[src/design/ghgc_pkg.sv]
`timescale 1ns / 1ps
package ghgc_pkg;

  localparam int COORD_W    = 16;
  localparam int MODE_W     = 2;
  localparam int IN_TDATA_W = 48;
  localparam int OUT_TDATA_W = 32;
  localparam int ROW_OUT_W  = 7;
  localparam int COL_OUT_W  = 6;
  localparam int SPAN_W     = 16;
  localparam int THR_W      = 16;

  localparam logic [THR_W-1:0] THR_RESET = 16'd150;

  localparam logic [MODE_W-1:0] MODE_CLEAR    = 2'd0;
  localparam logic [MODE_W-1:0] MODE_ACCUM    = 2'd1;
  localparam logic [MODE_W-1:0] MODE_CLASSIFY = 2'd2;

  typedef struct packed {
    logic load_in;
    logic mul_en;
    logic div_en;
    logic rd_en;
    logic sweep_en;
    logic finish;
  } ghgc_cmd_t;

  typedef struct packed {
    logic mode_clear;
    logic sweep_last;
    logic out_free;
  } ghgc_sts_t;

endpackage

[src/design/ghgc_ctrl.sv]
`timescale 1ns / 1ps
module ghgc_ctrl (
  input  logic               clk,
  input  logic               rst,
  input  logic               s_tvalid,
  output logic               s_tready,
  input  ghgc_pkg::ghgc_sts_t sts,
  output ghgc_pkg::ghgc_cmd_t cmd
);
  import ghgc_pkg::*;

  typedef enum logic [5:0] {
    S_SWEEP = 6'b000001,
    S_IDLE  = 6'b000010,
    S_MUL   = 6'b000100,
    S_DIV   = 6'b001000,
    S_READ  = 6'b010000,
    S_RES   = 6'b100000
  } state_t;

  state_t state, state_next;
  logic   sweep_item, sweep_item_next;

  always_ff @(posedge clk) begin
    if (rst) begin
      state      <= S_SWEEP;
      sweep_item <= 1'b0;
    end else begin
      state      <= state_next;
      sweep_item <= sweep_item_next;
    end
  end

  always_comb begin
    state_next      = state;
    sweep_item_next = sweep_item;
    case (state)
      S_SWEEP: begin
        if (sts.sweep_last) begin
          state_next      = sweep_item ? S_RES : S_IDLE;
          sweep_item_next = 1'b0;
        end
      end
      S_IDLE: begin
        if (s_tvalid) state_next = S_MUL;
      end
      S_MUL: begin
        if (sts.mode_clear) begin
          state_next      = S_SWEEP;
          sweep_item_next = 1'b1;
        end else begin
          state_next = S_DIV;
        end
      end
      S_DIV:  state_next = S_READ;
      S_READ: state_next = S_RES;
      S_RES: begin
        if (sts.out_free) state_next = S_IDLE;
      end
      default: state_next = S_SWEEP;
    endcase
  end

  assign s_tready     = (state == S_IDLE);
  assign cmd.load_in  = (state == S_IDLE) && s_tvalid;
  assign cmd.mul_en   = (state == S_MUL);
  assign cmd.div_en   = (state == S_DIV);
  assign cmd.rd_en    = (state == S_READ);
  assign cmd.sweep_en = (state == S_SWEEP);
  assign cmd.finish   = (state == S_RES) && sts.out_free;

endmodule

[config.mk]
export PLATFORM = sky130hd
export DESIGN_NAME = ghgc_ctrl
export DESIGN_NICKNAME = d
export VERILOG_FILES = /design/src/design/ghgc_pkg.sv /design/src/design/ghgc_ctrl.sv
export SDC_FILE = /design/constraint.sdc
export NUM_CORES = 1
export LEC_CHECK = 0
export BUFFER_PORTS_ARGS = -buffer_cell sky130_fd_sc_hd__clkbuf_2
export CELL_PAD_IN_SITES_DETAIL_PLACEMENT = 1
export CELL_PAD_IN_SITES_GLOBAL_PLACEMENT = 1
export CORE_AREA = 5 5 42 44
export CTS_BUF_LIST = sky130_fd_sc_hd__clkbuf_8
export DETAILED_ROUTE_END_ITERATION = 10
export DIE_AREA = 0 0 47 49
export GPL_TIMING_DRIVEN = 0
export PLACE_DENSITY_LB_ADDON = 0.25
export SYNTH_ARGS = -nofsm -noshare
export SYNTH_HDL_FRONTEND = slang
export SYNTH_SLANG_ARGS = --single-unit
[constraint.sdc]
create_clock -name clk -period 1.85 [get_ports clk]
set_input_delay 0.185 -clock clk [delete_from_list [all_inputs] [get_ports clk]]
set_output_delay 0.185 -clock clk [all_outputs]
set_load 0.01 [all_outputs]
Yosys cells after proc, flatten, opt, wreduce, memory -nomap -nowiden

Index checks and enable logic that the tools add are counted.
W data, S select, Z words.

Register bits after elaboration: 7
Bits of input ports: 6
Output and inout bits: 7
Logic and storage cells: 26

Equal/unequal tests: 10
Mux-type cells: 9
Reductions and logical operators: 5

Operator list:

| cell                 | count |
|---|---|
| $pmux W6 S6          | 1 |
| $mux W6              | 4 |
| $ne A2 B2 Y1 const B | 4 |
| $eq A6 B1 Y1 const B | 1 |
| $eq A6 B2 Y1 const B | 1 |
| $eq A6 B3 Y1 const B | 1 |
| $eq A6 B4 Y1 const B | 1 |
| $eq A6 B5 Y1 const B | 1 |
| $eq A6 B6 Y1 const B | 1 |
| $reduce_and A3 Y1    | 2 |
| $mux W4              | 1 |
| $logic_and A1 B1 Y1  | 2 |
| $mux W1              | 2 |
| $pmux W1 S2          | 1 |
| $reduce_bool A2 Y1   | 1 |

Depth between registers and ports, before layout

Depth in word-level cells: 3
Depth in mapped cells: 4
Depth with buffers taken out: 4

Worst setup path after synthesis

Ideal clock, no wire load.

Path kind: reg2out
Start: register state[4]
End: output cmd[4] in the netlist's numbering
Arrival time: 1.242 ns
Required time: 1.665 ns
Path slack: 0.423 ns
Cell stages (with the launch flop): 4
Path buffers: 1
Path through: dfxtp_1 or4_4 nor3b_2 buf_4

RTL lines:

| item                   | RTL line        | RTL |
|---|---|---|
| from (decl)            | ghgc_ctrl.sv:21 | `state_t state, state_next;` |
| from (signal assigned) | ghgc_ctrl.sv:29 | `state <= state_next;` |
| to (decl)              | ghgc_ctrl.sv:8  | `output ghgc_pkg::ghgc_cmd_t cmd` |

==> flow_metrics.env <==
export IMPL_met3_length_um=52
export IMPL_hold_violations=0
export IMPL_drt_iter0_markers=1
export IMPL_met2WireLength_um=541
export IMPL_die_w_um=47
export IMPL_htreeDepth=1
export IMPL_dp_hpwl_um=793
export IMPL_cts_sinks=7
export IMPL_yosys_top_cells_count="7 x dfxtp_1, 5 x inv_1, 5 x nor2_1"
export IMPL_clk_latency_ns=0.23
export IMPL_preCtsSetupSlack_ns=0.207
export IMPL_yosysTopAreaCell="dfxtp_1"
export IMPL_grt_antenna_before_repair=0
export IMPL_via_count=412
export IMPL_utilization=0.396
export IMPL_maxSlewHeadroom=0.745
export IMPL_coreArea_um2=1400
export IMPL_nNetsFinal=71
export IMPL_outcome="finished, final reports clean"
export IMPL_rsz0062_at_grt="no"
export IMPL_crit_required_ns=1.66
export IMPL_met1_length_um=487
export IMPL_synth_edf_count=0
export IMPL_leakagePower_nw=0.269
export IMPL_drc=0
export IMPL_finalCritPeriodShare=0.949
export IMPL_report_final_setup_viol=0
export IMPL_cts_buffers=3
export IMPL_yosysTopAreaCellShare=0.351
export IMPL_die_h_um=49
export IMPL_yosysWarnings=0
export IMPL_ys_types=22
export IMPL_synthArstFlopShare=0
export IMPL_gr_usage_all_layers=0.122
export IMPL_tns_ns=0
export IMPL_hp_class="in -> reg"
export IMPL_clk_pin_slew_ns=0.04
export IMPL_drive_above_1_share=0.406
export IMPL_routedWlPerCell_um=13.9
export IMPL_antenna_cells=0
export IMPL_via_per_inst=5.15
export IMPL_seq_area_frac_synth=0.351
export IMPL_seqCellArea_um2=145
export IMPL_cts_tree="yes"
export IMPL_synth_most_common_cell="dfxtp_1"
export IMPL_netlist_area_um2=399
export IMPL_routed_top_layer="met4"
export IMPL_synthToLayoutAreaGrowth_pct=39.2
export IMPL_finalCriticalPeriod_ns=1.76
export IMPL_slew_violations=0
export IMPL_worst_slack_ns=0.0949
export IMPL_drtPass1Iterations=2
export IMPL_arrival_ns=1.57
export IMPL_start_kind="register"
export IMPL_hold_buffers=0
export IMPL_die_area_um2=2300
export IMPL_ys_top_cells_by_area="dfxtp_1 35%, nor3b_2 9.4%, o211a_1 5.0%, inv_1 4.7%, nor2_1 4.7%"
export IMPL_grt_pass1_wl_mm=1.99
export IMPL_synthCells=47
export IMPL_initial_core_util=0.285
export IMPL_syn_num_nets=53
export IMPL_tightest_slew_ns=0.381
export IMPL_clk_path_buf_depth=2
export IMPL_io_pins=13
export IMPL_root_buffer="clkbuf_8"
export IMPL_powerDensity_nw_per_um2=1210
export IMPL_timing_worst_setup_path_type="reg -> out"
export IMPL_max_freq_ghz=0.570
export IMPL_multi_input_area_um2=251
export IMPL_avgSynthCellArea_um2=8.49
export IMPL_ant_nets=0
export IMPL_numPortBuffers=12
export IMPL_dominantRegCellSynth="dfxtp_1"
export IMPL_peakVddDrop_mv=0.608
export IMPL_wl_mm=1.11
export IMPL_fin_skew_ns=0.00185
export IMPL_end_kind="primary output"
export IMPL_grt_pass1_vias=450
export IMPL_crit_path_max_fanout=7
export IMPL_rows=14
export IMPL_fillCellCount=185
export IMPL_hold_slack_ns=0.159
export IMPL_overflow=0
export IMPL_synth_seq_cells=7
export IMPL_grt_max_degree=8
export IMPL_place_congestion=0.676
export IMPL_maxCapViolCount=0
[cell families after synthesis]
kind of cell / share of synthesized area
xor+xnor: 0.0219
compound gates: 0.197
flops: 0.351
simple gates: 0.364
buf+inv: 0.0658
[report_power, final]
part,internal [W],leakage [nW],switching [W]
clock,0.000144,0.0269,0.0000718
combinational,0.000111,0.184,0.000128
sequential,0.000176,0.0583,0.0000388
[cell type report]
class	instances	area share
clock buffer	3	0.0743
timing repair buffer	14	0.135
multi-input combinational	34	0.453
clock inverter	1	0.00676
sequential	7	0.261
tap	16	0.0360
inverter	5	0.0338
[flip-flops by register name, indices dropped and copies added (netlist names)]
name	flops
state	6
sweep_item	1
[what timing repair did]
action,in CTS,in global routing
resized for setup,2,4
setup buffers,2,0
pin swaps,2,2
setup endpoints to repair,1,3
[through the flow]
| step | power [W] | instances | area [µm²] |
|---|---|---|---|
| global placement | 0.000418 | 75 | 479 |
| finish | 0.000670 | 80 | 556 |
| floorplan | 0.000353 | 47 | 399 |
| CTS | 0.000661 | 81 | 547 |
| detailed placement | 0.000418 | 75 | 479 |
| global route | 0.000724 | 80 | 556 |
[worst max-delay path: stages (launching register included)]
cell      delay (ns)
dfxtp_4         0.36
or4_4           0.56
nor3b_2         0.25
clkbuf_2        0.17
[layout by cell type (no fill, tap or decap)]
cell      count
o211a_1       2
nand3b_1      2
nand2b_1      1
or2_0         1
nor2_1        5
nand2_1       3
o211ai_1      2
clkbuf_2     12
and3b_2       1
nor4b_2       1
o21ai_0       3
a21oi_1       2
buf_4         2
clkbuf_8      3
and4_1        1
inv_1         6
nor3_1        1
o22ai_1       1
nor4_2        1
or4_4         1
dfxtp_1       5
xor2_1        1
a31oi_1       2
nor3b_4       1
dfxtp_4       1
nor3b_2       2
dfxtp_2       1
[metal layers]
layer | track usage | up-vias
li1 | - | 203
met1 | 0.148 | 195
met2 | 0.170 | 10
met3 | 0.0369 | 4
met4 | 0.0968 | 0
met5 | 0 | -
[worst paths after layout]
kind	start	end	slack, ns	cells after the start
worst max-delay path	state[4]	cmd[3]	0.09	3
worst max register to register	state[4]	sweep_item	0.34	5
worst min-delay path	sts[2]	state[3]	0.16	2
worst min register to register	sweep_item	sweep_item	0.51	2
No activity file was read; power rests on OpenSTA's default activity.
